File: src/rtl/pcs_pkg.sv
// Shared types, character constants and helper functions of the progressive Caesar cipher.
// No dependencies; used by pcs_cfg, pcs_core and the top level.
package pcs_pkg;

	localparam logic MODE_ENCRYPT = 1'b0;
	localparam logic MODE_DECRYPT = 1'b1;

	localparam int CFG_INDEX_BITS = 1;
	localparam logic [CFG_INDEX_BITS-1:0] REG_MODE = 1'b0;
	localparam logic [CFG_INDEX_BITS-1:0] REG_KEY  = 1'b1;

	localparam logic [7:0] CH_US    = 8'h5F;
	localparam logic [7:0] CH_E     = 8'h45;
	localparam logic [7:0] CH_O     = 8'h4F;
	localparam logic [7:0] CH_M     = 8'h4D;
	localparam logic [7:0] CH_UP_A  = 8'h41;
	localparam logic [7:0] CH_UP_Z  = 8'h5A;
	localparam logic [7:0] CH_LO_A  = 8'h61;
	localparam logic [7:0] CH_LO_Z  = 8'h7A;
	localparam logic [7:0] CH_ZERO  = 8'h30;
	localparam logic [7:0] CH_NINE  = 8'h39;

	localparam logic [2:0] WIN_DEPTH = 3'd6;
	localparam logic [2:0] MARK_LEN  = 3'd7;

	typedef struct packed {
		logic       mode;
		logic [4:0] letter_base;
		logic [3:0] digit_base;
		logic       restart;
	} cfg_t;

	typedef struct packed {
		logic [7:0] ch;
		logic       hit;
	} xf_t;

	// Signed 16-bit key mod 26 by nibble folding and a reciprocal multiply.
	function automatic logic [4:0] key_mod26(input logic [15:0] k);
		logic [9:0]  x;
		logic [17:0] p;
		logic [4:0]  q;
		logic [9:0]  r;
		x = 10'(k[3:0]) + 10'(k[7:4]) * 10'd16 + 10'(k[11:8]) * 10'd22
			+ 10'(k[15:12]) * 10'd14 + (k[15] ? 10'd10 : 10'd0);
		p = 18'(x) * 18'd315;
		q = p[17:13];
		r = x - 10'(q) * 10'd26;
		if (r >= 10'd26) begin
			r = r - 10'd26;
		end
		return r[4:0];
	endfunction

	// Signed 16-bit key mod 10, same scheme.
	function automatic logic [3:0] key_mod10(input logic [15:0] k);
		logic [8:0]  x;
		logic [17:0] p;
		logic [4:0]  q;
		logic [8:0]  r;
		x = 9'(k[3:0]) + (9'(k[7:4]) + 9'(k[11:8]) + 9'(k[15:12])) * 9'd6
			+ (k[15] ? 9'd4 : 9'd0);
		p = 18'(x) * 18'd819;
		q = p[17:13];
		r = x - 9'(q) * 9'd10;
		if (r >= 9'd10) begin
			r = r - 9'd10;
		end
		return r[3:0];
	endfunction

	function automatic logic [4:0] rot26(input logic [4:0] v, input logic [4:0] sh,
			input logic dec);
		logic [5:0] t;
		t = dec ? (6'(v) + 6'd26 - 6'(sh)) : (6'(v) + 6'(sh));
		if (t >= 6'd26) begin
			t = t - 6'd26;
		end
		return t[4:0];
	endfunction

	function automatic logic [3:0] rot10(input logic [3:0] v, input logic [3:0] sh,
			input logic dec);
		logic [4:0] t;
		t = dec ? (5'(v) + 5'd10 - 5'(sh)) : (5'(v) + 5'(sh));
		if (t >= 5'd10) begin
			t = t - 5'd10;
		end
		return t[3:0];
	endfunction

	function automatic xf_t xform(input logic [7:0] c, input logic dec,
			input logic [4:0] lsh, input logic [3:0] dsh);
		xf_t        r;
		logic [7:0] off;
		r.ch = c;
		r.hit = 1'b1;
		if (c >= CH_UP_A && c <= CH_UP_Z) begin
			off = c - CH_UP_A;
			r.ch = CH_UP_A + 8'(rot26(off[4:0], lsh, dec));
		end else if (c >= CH_LO_A && c <= CH_LO_Z) begin
			off = c - CH_LO_A;
			r.ch = CH_LO_A + 8'(rot26(off[4:0], lsh, dec));
		end else if (c >= CH_ZERO && c <= CH_NINE) begin
			off = c - CH_ZERO;
			r.ch = CH_ZERO + 8'(rot10(off[3:0], dsh, dec));
		end else begin
			r.hit = 1'b0;
		end
		return r;
	endfunction

	function automatic logic [7:0] marker_byte(input logic [2:0] i);
		logic [7:0] b;
		case (i)
			3'd2:    b = CH_E;
			3'd3:    b = CH_O;
			3'd4:    b = CH_M;
			default: b = CH_US;
		endcase
		return b;
	endfunction

endpackage

File: src/rtl/pcs_cfg.sv
// Configuration registers of the progressive Caesar cipher: mode and the reduced key shifts.
// Depends on pcs_pkg; feeds pcs_core through a cfg_t struct.
module pcs_cfg
	import pcs_pkg::*;
(
	input  logic                      clk,
	input  logic                      arst_n,
	input  logic                      wr_en,
	input  logic [CFG_INDEX_BITS-1:0] wr_index,
	input  logic [15:0]               wr_data,
	output cfg_t                      cfg
);

	logic       mode_q;
	logic [4:0] letter_base_q;
	logic [3:0] digit_base_q;
	logic       restart_q;

	always_ff @(posedge clk or negedge arst_n) begin
		if (!arst_n) begin
			mode_q        <= MODE_ENCRYPT;
			letter_base_q <= 5'd0;
			digit_base_q  <= 4'd0;
			restart_q     <= 1'b0;
		end else begin
			restart_q <= wr_en;
			if (wr_en) begin
				unique case (wr_index)
					REG_MODE: mode_q <= wr_data[0];
					REG_KEY: begin
						letter_base_q <= key_mod26(wr_data);
						digit_base_q  <= key_mod10(wr_data);
					end
					default: ;
				endcase
			end
		end
	end

	assign cfg.mode        = mode_q;
	assign cfg.letter_base = letter_base_q;
	assign cfg.digit_base  = digit_base_q;
	assign cfg.restart     = restart_q;

endmodule

File: src/rtl/pcs_core.sv
// Cipher datapath: input register, shift and count state, hold window, marker sequencer
// and result register. Depends on pcs_pkg and takes the cfg_t struct that pcs_cfg drives.
module pcs_core
	import pcs_pkg::*;
#(
	parameter int COUNT_BITS = 16
) (
	input  logic        clk,
	input  logic        arst_n,
	input  cfg_t        cfg,
	input  logic        in_valid,
	output logic        in_ready,
	input  logic [7:0]  in_byte,
	input  logic        in_last,
	output logic        out_valid,
	input  logic        out_ready,
	output logic [7:0]  out_byte,
	output logic        byte_valid,
	output logic        msg_end,
	output logic        status,
	output logic [15:0] char_count
);

	logic                  valid_s1;
	logic [7:0]            byte_s1;
	logic                  last_s1;

	logic [4:0]            letter_shift_q;
	logic [3:0]            digit_shift_q;
	logic [COUNT_BITS-1:0] count_q;
	logic [7:0]            win_q [6];
	logic [2:0]            fill_q;
	logic                  marker_q;
	logic [2:0]            phase_q;

	logic                  out_valid_q;
	logic [7:0]            out_byte_q;
	logic                  byte_valid_q;
	logic                  msg_end_q;
	logic                  status_q;
	logic [15:0]           char_count_q;

	logic                  out_free;
	logic                  go;
	logic                  full;
	logic                  match;
	logic                  dec_step;
	logic                  dec_found;
	logic                  dec_emit;
	logic                  dec_append;
	logic [7:0]            xsrc;
	xf_t                   xf;
	logic                  do_x;
	logic                  emit;
	logic                  consume;
	logic                  end_msg;
	logic                  restart_all;
	logic [7:0]            e_byte;
	logic                  e_bvalid;
	logic                  e_end;
	logic                  e_status;
	logic [15:0]           e_count;
	logic [COUNT_BITS-1:0] count_nx;
	logic [2:0]            phase_nx;

	assign out_free = !out_valid_q || out_ready;
	assign go       = valid_s1 && out_free && !cfg.restart;
	assign in_ready = !valid_s1 || (go && consume);

	always_comb begin
		full  = (fill_q == WIN_DEPTH);
		match = win_q[0] == CH_US && win_q[1] == CH_US && win_q[2] == CH_E
			&& win_q[3] == CH_O && win_q[4] == CH_M && win_q[5] == CH_US
			&& byte_s1 == CH_US;
		dec_step   = (cfg.mode == MODE_DECRYPT) && (phase_q == 3'd0) && !marker_q;
		dec_found  = dec_step && full && match;
		dec_emit   = dec_step && full && !match;
		dec_append = dec_step && !full;
		xsrc = (cfg.mode == MODE_DECRYPT) ? win_q[0] : byte_s1;
		xf   = xform(xsrc, cfg.mode, letter_shift_q, digit_shift_q);

		do_x     = 1'b0;
		emit     = 1'b0;
		consume  = 1'b0;
		end_msg  = 1'b0;
		e_byte   = 8'd0;
		e_bvalid = 1'b0;
		e_end    = 1'b0;
		e_status = 1'b0;
		e_count  = 16'd0;
		phase_nx = phase_q + 3'd1;

		if (cfg.mode == MODE_ENCRYPT) begin
			if (phase_q == 3'd0) begin
				do_x     = 1'b1;
				emit     = 1'b1;
				e_byte   = xf.ch;
				e_bvalid = 1'b1;
				consume  = !last_s1;
			end else begin
				emit     = 1'b1;
				e_byte   = marker_byte(phase_q - 3'd1);
				e_bvalid = 1'b1;
				if (phase_q == MARK_LEN) begin
					e_end   = 1'b1;
					e_count = 16'(count_q);
					end_msg = 1'b1;
					consume = 1'b1;
				end
			end
		end else begin
			if (phase_q == 3'd0) begin
				do_x = dec_emit;
				if (dec_emit) begin
					emit     = 1'b1;
					e_byte   = xf.ch;
					e_bvalid = 1'b1;
				end
				if (!last_s1) begin
					consume = 1'b1;
				end else if (!dec_emit) begin
					emit     = 1'b1;
					e_end    = 1'b1;
					e_status = !(marker_q || dec_found);
					e_count  = e_status ? 16'd0 : 16'(count_q);
					end_msg  = 1'b1;
					consume  = 1'b1;
				end
			end else begin
				emit     = 1'b1;
				e_end    = 1'b1;
				e_status = !marker_q;
				e_count  = marker_q ? 16'(count_q) : 16'd0;
				end_msg  = 1'b1;
				consume  = 1'b1;
			end
		end

		count_nx = count_q;
		if (do_x && xf.hit && count_q != '1) begin
			count_nx = count_q + COUNT_BITS'(1);
		end
	end

	assign restart_all = cfg.restart || (go && end_msg);

	always_ff @(posedge clk or negedge arst_n) begin
		if (!arst_n) begin
			valid_s1 <= 1'b0;
		end else if (in_ready) begin
			valid_s1 <= in_valid;
		end
	end

	always_ff @(posedge clk) begin
		if (in_valid && in_ready) begin
			byte_s1 <= in_byte;
			last_s1 <= in_last;
		end
	end

	always_ff @(posedge clk or negedge arst_n) begin
		if (!arst_n) begin
			letter_shift_q <= 5'd0;
			digit_shift_q  <= 4'd0;
			count_q        <= '0;
			fill_q         <= 3'd0;
			marker_q       <= 1'b0;
			phase_q        <= 3'd0;
		end else begin
			if (restart_all) begin
				letter_shift_q <= cfg.letter_base;
				digit_shift_q  <= cfg.digit_base;
				count_q        <= '0;
				fill_q         <= 3'd0;
				marker_q       <= 1'b0;
			end else if (go) begin
				if (do_x) begin
					letter_shift_q <= (letter_shift_q == 5'd25) ? 5'd0 : letter_shift_q + 5'd1;
					digit_shift_q  <= (digit_shift_q >= 4'd8) ? digit_shift_q - 4'd8
						: digit_shift_q + 4'd2;
				end
				count_q <= count_nx;
				if (dec_found) begin
					fill_q   <= 3'd0;
					marker_q <= 1'b1;
				end else if (dec_append) begin
					fill_q <= fill_q + 3'd1;
				end
			end
			if (cfg.restart) begin
				phase_q <= 3'd0;
			end else if (go) begin
				phase_q <= consume ? 3'd0 : phase_nx;
			end
		end
	end

	always_ff @(posedge clk) begin
		if (go && dec_emit) begin
			for (int i = 0; i < 5; i++) begin
				win_q[i] <= win_q[i+1];
			end
			win_q[5] <= byte_s1;
		end else if (go && dec_append) begin
			win_q[fill_q] <= byte_s1;
		end
	end

	always_ff @(posedge clk or negedge arst_n) begin
		if (!arst_n) begin
			out_valid_q <= 1'b0;
		end else if (out_free) begin
			out_valid_q <= go && emit;
		end
	end

	always_ff @(posedge clk) begin
		if (go && emit) begin
			out_byte_q   <= e_byte;
			byte_valid_q <= e_bvalid;
			msg_end_q    <= e_end;
			status_q     <= e_status;
			char_count_q <= e_count;
		end
	end

	assign out_valid  = out_valid_q;
	assign out_byte   = out_byte_q;
	assign byte_valid = byte_valid_q;
	assign msg_end    = msg_end_q;
	assign status     = status_q;
	assign char_count = char_count_q;

endmodule

File: src/rtl/progressive_caesar_stream_cipher.sv
// A byte passes through the input register and then the result register; back-pressure on
// the output or a configuration write can hold it in the input register between the two.
// Throughput: one byte per cycle while the output takes results and no configuration write
// is pending; in encrypt mode the last byte holds the input while the seven marker bytes follow,
// and in decrypt mode a last byte that releases a held byte is held once more for the end record.
// Reset clears mode and key to zero and starts a new message; a configuration write also does.
// Top level of the progressive Caesar cipher; depends on pcs_pkg, pcs_cfg and pcs_core.
module progressive_caesar_stream_cipher
	import pcs_pkg::*;
#(
	parameter int COUNT_BITS = 16
) (
	input  logic                      clk,
	input  logic                      arst_n,
	input  logic                      cfg_valid,
	output logic                      cfg_ready,
	input  logic [CFG_INDEX_BITS-1:0] cfg_index,
	input  logic [15:0]               cfg_data,
	input  logic                      in_valid,
	output logic                      in_ready,
	input  logic [7:0]                in_byte,
	input  logic                      in_last,
	output logic                      out_valid,
	input  logic                      out_ready,
	output logic [7:0]                out_byte,
	output logic                      byte_valid,
	output logic                      msg_end,
	output logic                      status,
	output logic [15:0]               char_count
);

	cfg_t cfg;

	assign cfg_ready = 1'b1;

	pcs_cfg u_cfg (
		.clk      (clk),
		.arst_n   (arst_n),
		.wr_en    (cfg_valid && cfg_ready),
		.wr_index (cfg_index),
		.wr_data  (cfg_data),
		.cfg      (cfg)
	);

	pcs_core #(
		.COUNT_BITS (COUNT_BITS)
	) u_core (
		.clk        (clk),
		.arst_n     (arst_n),
		.cfg        (cfg),
		.in_valid   (in_valid),
		.in_ready   (in_ready),
		.in_byte    (in_byte),
		.in_last    (in_last),
		.out_valid  (out_valid),
		.out_ready  (out_ready),
		.out_byte   (out_byte),
		.byte_valid (byte_valid),
		.msg_end    (msg_end),
		.status     (status),
		.char_count (char_count)
	);

endmodule
File: config.mk
export PLATFORM = sky130hd
export DESIGN_NAME = progressive_caesar_stream_cipher
export DESIGN_NICKNAME = d
export VERILOG_FILES = /design/src/rtl/pcs_pkg.sv /design/src/rtl/pcs_cfg.sv /design/src/rtl/pcs_core.sv /design/src/rtl/progressive_caesar_stream_cipher.sv
export SDC_FILE = /design/constraint.sdc
export NUM_CORES = 1
export LEC_CHECK = 0
export ABC_AREA = 0
export BUFFER_PORTS_ARGS = -buffer_cell sky130_fd_sc_hd__buf_2
export CORE_MARGIN = 10
export CORE_UTILIZATION = 45
export CTS_CLUSTER_DIAMETER = 60
export DETAILED_ROUTE_END_ITERATION = 7
export GPL_TIMING_DRIVEN = 0
export PLACE_DENSITY = 0.7
export SETUP_SLACK_MARGIN = 0.05
export SLEW_MARGIN = 0
export SYNTH_ARGS = -nofsm -noshare
export SYNTH_HDL_FRONTEND = slang
export SYNTH_SLANG_ARGS = --single-unit
File: constraint.sdc
create_clock -name clk -period 5.15 [get_ports clk]
set_input_delay 0.2575 -clock clk [delete_from_list [all_inputs] [get_ports clk]]
set_output_delay 0.2575 -clock clk [all_outputs]
set_load 0.005 [all_outputs]
## After elaboration in Yosys (flattened, before gate mapping)

Memory sizes are Yosys's and may differ from the RTL's.
Cells that the tools add are included.

- Bits of input ports: 31
- Word-level logic and storage cells: 229
- Memory bits (writable): 48
- Memories kept: 1
- Output and inout bits: 30
- Bits in read-only memories: 0
- Flip-flop bits (word level): 81
- Bits in latches: 0

Memory list:

| name | depth | bits a word | read ports | clocked after memory_dff | wr ports | RTL line | source |
|---|---|---|---|---|---|---|---|
| u_core.win_q | 6 | 8 | 6 | 0 | 6 | pcs_core.sv:31 | `logic [7:0] win_q [6];` |

- Bitwise operators: 1
- Reduce and logical (&&, ||, !) cells: 51
- Equality and inequality tests: 14
- Divide/modulo/power cells: 0
- Add/subtract/negate cells: 37
- $lt $le $gt $ge: 12
- Mux-type cells: 87
- Shift-type cells: 0
- Multipliers: 7

Operators by type and width:

| kind | count |
|---|---|
| 16-bit two-way mux | 11 |
| 8-bit two-way mux | 9 |
| 8-bit by 7-bit equality test with 1-bit output (second input constant) | 7 |
| 5-bit two-way mux | 11 |
| 4-bit two-way mux | 10 |
| 1-bit two-way mux | 34 |
| 3-bit two-way mux | 9 |
| 1-bit logical AND | 25 |
| 10-bit by 9-bit multiplier with 18-bit output (second input constant) | 1 |
| 9-bit by 10-bit multiplier with 18-bit output (second input constant) | 1 |
| 16-bit by 1-bit adder with 16-bit output (second input constant) | 1 |
| 7-bit by 5-bit adder with 8-bit output (first input constant) | 2 |
| 8-bit by 7-bit >= comparator with 1-bit output (second input constant) | 2 |
| 8-bit by 7-bit less-or-equal comparator with 1-bit output (second input constant) | 2 |
| 16-bit inequality test (second input constant) | 1 |
| 5-bit one-hot mux with 3 select lines | 1 |
| 5-bit subtractor (second input constant) | 3 |
| 5-bit by 5-bit adder with 6-bit output | 2 |
| 5-bit by 5-bit adder with 6-bit output (second input constant) | 2 |
| 6-bit by 5-bit >= comparator with 1-bit output (second input constant) | 2 |
| 6-bit two-way mux | 2 |
| 2-bit AND reduction | 6 |
| 4-bit subtractor (second input constant) | 3 |
| 6-bit by 5-bit subtractor with 6-bit output | 2 |
| other kinds (40) | 60 |

## Longest topological paths before layout

Gate-level depths: netlist of run 1.
An unclocked memory read counts as a cell.

- Depth in word-level cells: 18
- Mapped depth: 46

## By module

A second synthesis of run 1 with hierarchy kept.

- Cells, all modules: 1321
- Area, all modules: 13319.0 sq um

By module, submodules not included:

| module | cells an instance | times used | area each (sq um) |
|---|---|---|---|
| pcs_core | 659 | 1 | 7325.8 |
| pcs_cfg | 660 | 1 | 5982.0 |
| progressive_caesar_stream_cipher | 2 | 1 | 11.3 |

## Least setup slack after synthesis of run 1

No wires, ideal clock.

- Path type: input to register
- Start point: input cfg_data[13]
- End point: register u_cfg.letter_base_q[2]
- Stages on the path: 43
- Data arrival time: 10.126 ns
- Library setup time: 0.069 ns
- Required time: 5.081 ns
- Path slack: -5.045 ns
- Path through: inv_1 > fa_1 > inv_1 > ha_1 > inv_1 > fa_1 > xor2_1 > fa_1 > inv_1 > ha_1 > ha_1 > inv_1 > o21bai_1 > a21oi_1 > nor2_1 > nor2_1 > xnor2_1 > fa_1 > [... 7 more ...] > or3_1 > a31oi_1 > o21bai_1 > xor2_1 > ha_1 > fa_1 > inv_1 > fa_1 > ha_1 > inv_1 > o21ai_0 > a21oi_1 > o21ai_0 > a21oi_1 > xnor2_1 > xnor2_1 > or4_1 > nand3_1

- Longest elaborated chain between the ends: 8

Ends and longest elaborated chain:

| what | RTL line | source |
|---|---|---|
| start, declared | progressive_caesar_stream_cipher.sv:18 | `input logic [15:0] cfg_data,` |
| 4-bit by 3-bit multiplier with 7-bit output (*) | pcs_pkg.sv:45 | `+ 10'(k[15:12]) * 10'd14 + (k[15] ? 10'd10 : 10'd0);` |
| 10-bit by 8-bit adder with 10-bit output (*) | pcs_pkg.sv:45 |  |
| 10-bit adder (*) | pcs_pkg.sv:45 |  |
| 10-bit by 9-bit multiplier with 18-bit output | pcs_pkg.sv:46 | `p = 18'(x) * 18'd315;` |
| 5-bit by 4-bit multiplier with 9-bit output | pcs_pkg.sv:48 | `r = x - 10'(q) * 10'd26;` |
| 10-bit subtractor (*) | pcs_pkg.sv:48 |  |
| 10-bit by 5-bit >= comparator with 1-bit output / 5-bit subtractor (equally long branches) | pcs_pkg.sv:49, pcs_pkg.sv:50 |  |
| 5-bit two-way mux (*) | pcs_pkg.sv:49 | `if (r >= 10'd26) begin` |
| end signal, assigned | pcs_cfg.sv:31 | `letter_base_q <= key_mod26(wr_data);` |
| end, declared | pcs_cfg.sv:15 | `logic [4:0] letter_base_q;` |

Every way passes the cells marked *; elsewhere a longest branch is shown, timed or not.
A chain may end at the register's enable or synchronous reset.

## Worst setup path after layout of run 1

- Start point: input cfg_data[4]
- End point: register u_cfg.digit_base_q[1]

- Longest elaborated chain between the ends: 10

Ends and longest elaborated chain:

| what | RTL line | source |
|---|---|---|
| 4-bit by 4-bit adder with 5-bit output (*) | pcs_pkg.sv:61 | `x = 9'(k[3:0]) + (9'(k[7:4]) + 9'(k[11:8]) + 9'(k[15:12])) * 9'd6` |
| 9-bit by 4-bit adder with 9-bit output (*) | pcs_pkg.sv:61 |  |
| 9-bit by 2-bit multiplier with 8-bit output (*) | pcs_pkg.sv:61 |  |
| 4-bit by 9-bit adder with 9-bit output (*) | pcs_pkg.sv:61 |  |
| 9-bit adder (*) | pcs_pkg.sv:62 | `+ (k[15] ? 9'd4 : 9'd0);` |
| 9-bit by 10-bit multiplier with 18-bit output | pcs_pkg.sv:63 | `p = 18'(x) * 18'd819;` |
| 5-bit by 3-bit multiplier with 8-bit output | pcs_pkg.sv:65 | `r = x - 9'(q) * 9'd10;` |
| 9-bit subtractor (*) | pcs_pkg.sv:65 |  |
| 9-bit by 4-bit >= comparator with 1-bit output / 4-bit subtractor (equally long branches) | pcs_pkg.sv:66, pcs_pkg.sv:67 |  |
| 4-bit two-way mux (*) | pcs_pkg.sv:66 | `if (r >= 9'd10) begin` |
| end signal, assigned | pcs_cfg.sv:32 | `digit_base_q <= key_mod10(wr_data);` |
| end, declared | pcs_cfg.sv:16 | `logic [3:0] digit_base_q;` |

Marks and branches as above.

==> results of run 1 <==
## area by class of cell
type                    count  area, sq um
fillers                  2440        12600
inverters                 206          782
well taps                 384          480
clock inverters            15          159
multi-input cells         968         9670
plain buffers              17          108
flip-flops and latches    128         3620
clock buffers              17          425
repair buffers            142         1050
## path summary, 6_finish.rpt
path | start | endpoint | slack, ns | cells past startpoint
worst max-delay path | cfg_data[4] | u_cfg.digit_base_q[1]$_DFFE_PN0P_ | -4.49 | 42
worst min-delay path | arst_n | u_core.count_q[14]$_DFFE_PN0P_ | 0.0007 | 1
worst max register to register | u_cfg.mode_q$_DFFE_PN0P_ | u_core.out_byte[3]$_DFFE_PP_ | 0.32 | 20
worst min register to register | u_cfg.digit_base_q[1]$_DFFE_PN0P_ | u_core.digit_shift_q[1]$_DFFE_PN0P_ | 0.48 | 2
max in group asynchronous | arst_n | u_core.digit_shift_q[2]$_DFFE_PN0P_ | 4.49 | 1
min in group clk | in_byte[2] | u_core.byte_s1[2]$_DFFE_PP_ | 0.01 | 1
## placed cells by master, fill, tap and decap left out, types with 42 or more instances in the layout
cell type  Yosys  routed
inv_1        206     182
ha_1         207     178
edfxtp_1      84      84
nor2_1        77      75
buf_4          3      66
nand2_1       65      62
fa_1          70      61
buf_2          3      55
a21oi_1       63      47
o21ai_0       56      46
dfrtp_1       44      44
xnor2_1       55      42
mux2_2        42      42
## sequential cells by signal (all words and copies together), names as in the netlist
signal / flops
u_core.digit_shift_q: 4
u_core.valid_s1: 1
u_core.out_byte: 8
u_cfg.restart_q: 1
u_core.win_q: 48
u_core.out_valid: 1
u_cfg.mode_q: 1
u_core.status: 1
u_core.char_count: 16
u_core.phase_q: 3
u_core.fill_q: 3
u_core.marker_q: 1
u_core.msg_end: 1
u_cfg.letter_base_q: 4
u_core.letter_shift_q: 5
u_core.count_q: 16
u_core.byte_valid: 1
u_cfg.digit_base_q: 4
u_core.last_s1: 1
u_core.byte_s1: 8
## worst reg2reg max path: stages (launching register included)
cell and delay [ns]:
dfrtp_1 0.33, clkbuf_4 0.20, buf_12 0.19, clkbuf_4 0.22
buf_4 0.21, mux2i_4 0.33, ha_2 0.35, inv_1 0.06
ha_1 0.23, ha_1 0.25, fa_1 0.41, a21o_1 0.20
a21oi_1 0.20, xnor2_1 0.14, nand2_1 0.08, o221a_2 0.17
nor3b_1 0.16, o21ai_0 0.31, xor2_1 0.19, mux2i_1 0.09
a22o_1 0.25
## per-stage QoR
stage               setup WS, ns  hold WS [ns]
floorplan                  -4.60       -0.0381
global placement           -5.55         0.403
detailed placement         -5.68         0.407
CTS                        -4.45        0.0107
global route               -4.79       0.00350
finish                     -4.49      0.000677
## kinds of logic (layout without fill, tap and decap cells)
logic type / after synthesis / count (layout)
adder cells (fa/ha/maj): 277 / 277
buffers and inverters: 224 / 397
AND/OR/NAND/NOR: 308 / 308
AO/OA/AOI/OAI: 235 / 235
multiplexers: 64 / 64
flip-flops: 128 / 128
XOR/XNOR: 83 / 83
other: 1 / 1
## layer usage
layer,vias to the layer above,global-route usage,part of all wire
met3,40,0.0193,0.032
li1,4917,-,-
met5,-,0,0
met2,145,0.288,0.52
met1,4886,0.196,0.44
met4,0,0.0478,0.016
## timing repair
action | in CTS | in global routing
gates resized for setup | 82 | 66
pin swaps | 88 | 102
buffers inserted | 47 | 28
setup endpoints to repair | 14 | 13
hold buffers | 9 | 0
endpoints found under the hold margin | 9 | 0
==> impl_metrics.json, run 1 <==
{
  "place_congestion": 0.867,
  "cp_common_cell": "fa_1",
  "ant_nets": 0,
  "nNetsFinal": 1788,
  "synth-edff-count": 84,
  "placed_cell_area_sq_um": 14300,
  "core_area_sq_um": 28900,
  "first_global_vias": 10292,
  "synthTopCellsByArea": "ha_1 (20%), edfxtp_1 (19%), fa_1 (11%)",
  "grt_usage": 0.160,
  "drv_cap": 0,
  "cts.sinks": 128,
  "num_rows": 62,
  "drt_iter0_markers": 546,
  "finalCritPeriodShare": 1.87,
  "critPathKind": "in2reg",
  "areaGrowthSynthToFinish_pct": 23.3,
  "grt.overflow.total": 0,
  "yosysSeqAreaShare": 0.274,
  "instances_no_fill": 1877,
  "ys_types": 87,
  "drive_gt1_frac": 0.258,
  "die_w_um": 191,
  "dpl.cell_count": 1763,
  "critPathMaxStageDelay_ns": 0.54,
  "grt_pass1_wl_mm": 48.7,
  "setup_viol": 7,
  "async_reset_ff_frac": 0.344,
  "maxSlewHeadroom": 0.219,
  "synth_area_sq_um": 13200,
  "clk_root_buffer_cell": "clkbuf_16",
  "final-hold-violation-count": 0,
  "ios": 61,
  "fin_util": 0.565,
  "cts_max_path_buffers": 2,
  "synth_compound_area_frac": 0.123,
  "initial_core_util": 0.458,
  "synth_xor_area_frac": 0.0550,
  "yosys_warnings": 0,
  "yosys.area_share.adder": 0.302,
  "die_h_um": 191,
  "clkLatencyLatePin_ns": 0.43,
  "critPathSlowestCell": "fa_1",
  "worst_hold_path_type": "in2async",
  "critical_path.top_delay_family": "adder cells",
  "cts_buffers": 17,
  "wire_per_inst_um": 15.9,
  "fin_worst_skew_ns": 0.0124,
  "tightest_slew_ns": 1.16,
  "port_buffers": 59,
  "htreeDepth": 4,
  "wirelength_mm": 29.9,
  "yosysTopAreaCell": "ha_1",
  "grt_max_degree": 45,
  "fin_setup_tns_ns": -30.05,
  "start_kind": "input port",
  "dr.pass1.iters": 5,
  "synth_seq_cells": 128,
  "critical_path_required_ns": 5.49,
  "status": "finished with violations",
  "synth_most_common_cell": "ha_1",
  "drv_slew": 0,
  "cts_tree": "built",
  "antenna_found_initial": 0,
  "dpl.hpwl_mm": 22.2,
  "die_area_sq_um": 36600,
  "synth-simple-area-share": 0.126,
  "synth_nets": 1628,
  "synth_ff_type": "edfxtp_1",
  "synth_top_family_by_area": "adder cells",
  "drc": 0,
  "syn_inst": 1320,
  "period_minus_slack_ns": 9.64,
  "rsz0062_at_grt": "true",
  "yosysTopAreaCellShare": 0.196,
  "synth.avg_cell_area_sq_um": 10.0,
  "violations": "setup timing",
  "fin_ws_ns": -4.49,
  "final_area_sq_um": 16300,
  "end_kind": "flip-flop",
  "antenna_cells": 0,
  "max_freq_mhz": 104,
  "crit_arrival_ns": 9.98,
  "synth.mux.area_fraction": 0.0534,
  "synth_common_cells": "ha_1 (207), inv_1 (206), edfxtp_1 (84)",
  "worstPathBufferInverterCount": 8,
  "vias_per_cell": 5.32,
  "worstPathMaxFanout": 4,
  "clk_pin_slew_ns": 0.07,
  "route.vias.total": 9988
}
Power of run 1 is not shown: default switching activity piles up to over one toggle a cycle in this logic, so the estimate is an artifact.
==> inputs of run 2 (changes only) <==
Settings changed: CORE_ASPECT_RATIO set to 1.25, CORE_MARGIN 10 to unset.
==> impl_metrics.json, run 2 (same netlist as run 1, synthesis figures left out) <==
{
  "status": "finished with violations",
  "violations": "setup timing",
  "drv_cap": 0,
  "worstPathBufferInverterCount": 10,
  "cts_max_path_buffers": 2,
  "r2r-end": "u_core.out_byte[4]$_DFFE_PP_",
  "place_congestion": 0.866,
  "cts_tree": "built",
  "critical_path.top_delay_family": "adder cells",
  "ios": 61,
  "regToRegSetupSlack_ns": 0.30,
  "grt.overflow.total": 0,
  "crit_arrival_ns": 9.90,
  "rr_worst_depth": 19,
  "finalCritPeriodShare": 1.85,
  "cp.depth": 43,
  "period_minus_slack_ns": 9.54,
  "largest-register": "u_core.win_q",
  "clk_root_buffer_cell": "clkbuf_16",
  "tightest_slew_ns": 1.27,
  "start_kind": "input port",
  "grt_pass1_wl_mm": 48.1,
  "clkLatencyLatePin_ns": 0.42,
  "cts_buffers": 17,
  "nNetsFinal": 1776,
  "core_area_sq_um": 28700,
  "critPathKind": "in2reg",
  "wire_per_inst_um": 15.5,
  "dpl.hpwl_mm": 22.1,
  "fin_ws_ns": -4.39,
  "areaGrowthSynthToFinish_pct": 21.8,
  "maxSlewHeadroom": 0.141,
  "cts.sinks": 128,
  "dr.pass1.iters": 5,
  "critPathMaxStageDelay_ns": 0.62,
  "die_h_um": 194,
  "vias_per_cell": 5.32,
  "critical_path_required_ns": 5.51,
  "r2r_start": "u_cfg.mode_q$_DFFE_PN0P_",
  "initial_core_util": 0.461,
  "drt_iter0_markers": 412,
  "crit_path_end": "u_cfg.letter_base_q[2]$_DFFE_PN0P_",
  "final_common_cell": "inv_1",
  "grt_max_degree": 45,
  "worst_hold_path_type": "in2async",
  "ant_nets": 0,
  "die_area_sq_um": 30100,
  "worstPathMaxFanout": 4,
  "max_freq_mhz": 105,
  "fin_util": 0.561,
  "final_cell_mix": "inv_1 (187), ha_1 (183), edfxtp_1 (84)",
  "drv_slew": 0,
  "fillers": 2460,
  "antenna_found_initial": 0,
  "drc": 0,
  "setup_viol": 7,
  "num_rows": 69,
  "rsz0062_at_grt": "true",
  "first_global_vias": 10311,
  "final-hold-violation-count": 0,
  "port_buffers": 59,
  "critPathSlowestCell": "fa_2",
  "fin_worst_skew_ns": 0.0127,
  "clk_pin_slew_ns": 0.06,
  "htreeDepth": 4,
  "end_kind": "flip-flop",
  "die_w_um": 155,
  "startpoint": "cfg_data[13]",
  "drive_gt1_frac": 0.253,
  "largest_reg_flops": 48,
  "antenna_cells": 0,
  "grt_usage": 0.197,
  "route.vias.total": 9957,
  "wirelength_mm": 29.0
}
-- run 2: cell count changes in the layout (fill, tap and decap cells not counted), sizes merged --
cell / delta
clkbuf: +1
clkinv: +3
inv: -9
dlygate4sd3: -5
buf: -6
bufinv: +2
clkinvlp: +2
-- run 2: per-stage QoR --
stage	setup WS (ns)	hold slack [ns]	std cells	setup TNS, ns	instance area (sq um)
final	-4.39	0.00230	1871	-30.46	16100
after global routing	-4.86	0.00567	1871	-33.30	16100
after CTS	-4.41	0.00186	1853	-30.32	15700
after global placement	-5.54	0.436	1769	-38.23	14300
after floorplan	-4.60	-0.0381	1320	-30.13	13500
after detailed placement	-5.68	0.436	1769	-39.56	14300
-- run 2: worst reg2reg max path: cells and delay by family (launching register included) --
| kind | cells | cell delay, ns |
|---|---|---|
| adder cells (fa/ha/maj) | 4 | 1.14 |
| buffers and inverters | 4 | 0.90 |
| AO/OA/AOI/OAI | 4 | 0.81 |
| XOR/XNOR | 4 | 0.76 |
| multiplexers | 2 | 0.56 |
| flip-flops | 1 | 0.31 |
| AND/OR/NAND/NOR | 1 | 0.08 |
-- run 2: worst min path at each step --
| stage | slack, ns | start | cells after the start | endpoint |
|---|---|---|---|---|
| after detailed placement | 0.44 | in_byte[0] | 1 | u_core.byte_s1[0]$_DFFE_PP_ |
| after CTS | 0.002 | in_byte[6] | 1 | u_core.byte_s1[6]$_DFFE_PP_ |
| after floorplan | -0.04 | arst_n | 0 | u_cfg.digit_base_q[0]$_DFFE_PN0P_ |
| final | 0.002 | arst_n | 1 | u_core.out_valid$_DFFE_PN0N_ |
| after global routing | 0.006 | in_byte[1] | 1 | u_core.byte_s1[1]$_DFFE_PP_ |
| after global placement | 0.44 | in_byte[3] | 1 | u_core.byte_s1[3]$_DFFE_PP_ |
-- run 2: area by class of cell --
type	instances	area [sq um]	share of cell area
multi-input combinational	968	9610	0.597
sequential	128	3620	0.225
timing repair buffer	130	912	0.0567
inverter	206	782	0.0486
tap	390	488	0.0303
clock buffer	19	433	0.0269
clock inverter	13	140	0.00871
buffer	17	96.3	0.00599
-- run 2: routing by layer --
metal	vias to the layer above	global-route usage	part of all wire
met5	-	0	0
met4	0	0.0694	0.027
met3	60	0.0170	0.022
met2	167	0.381	0.55
met1	4849	0.223	0.40
li1	4881	-	-
-- run 2: timing repair --
item                       4_1_cts  5_1_grt
pin swaps                       71       60
resized for setup               84       53
setup endpoints to repair       14       14
setup buffers                   48       19
gates cloned                     0        0
hold buffers                     4        0
hold endpoints to repair         4        0
Power of run 2 is left out for the same reason.
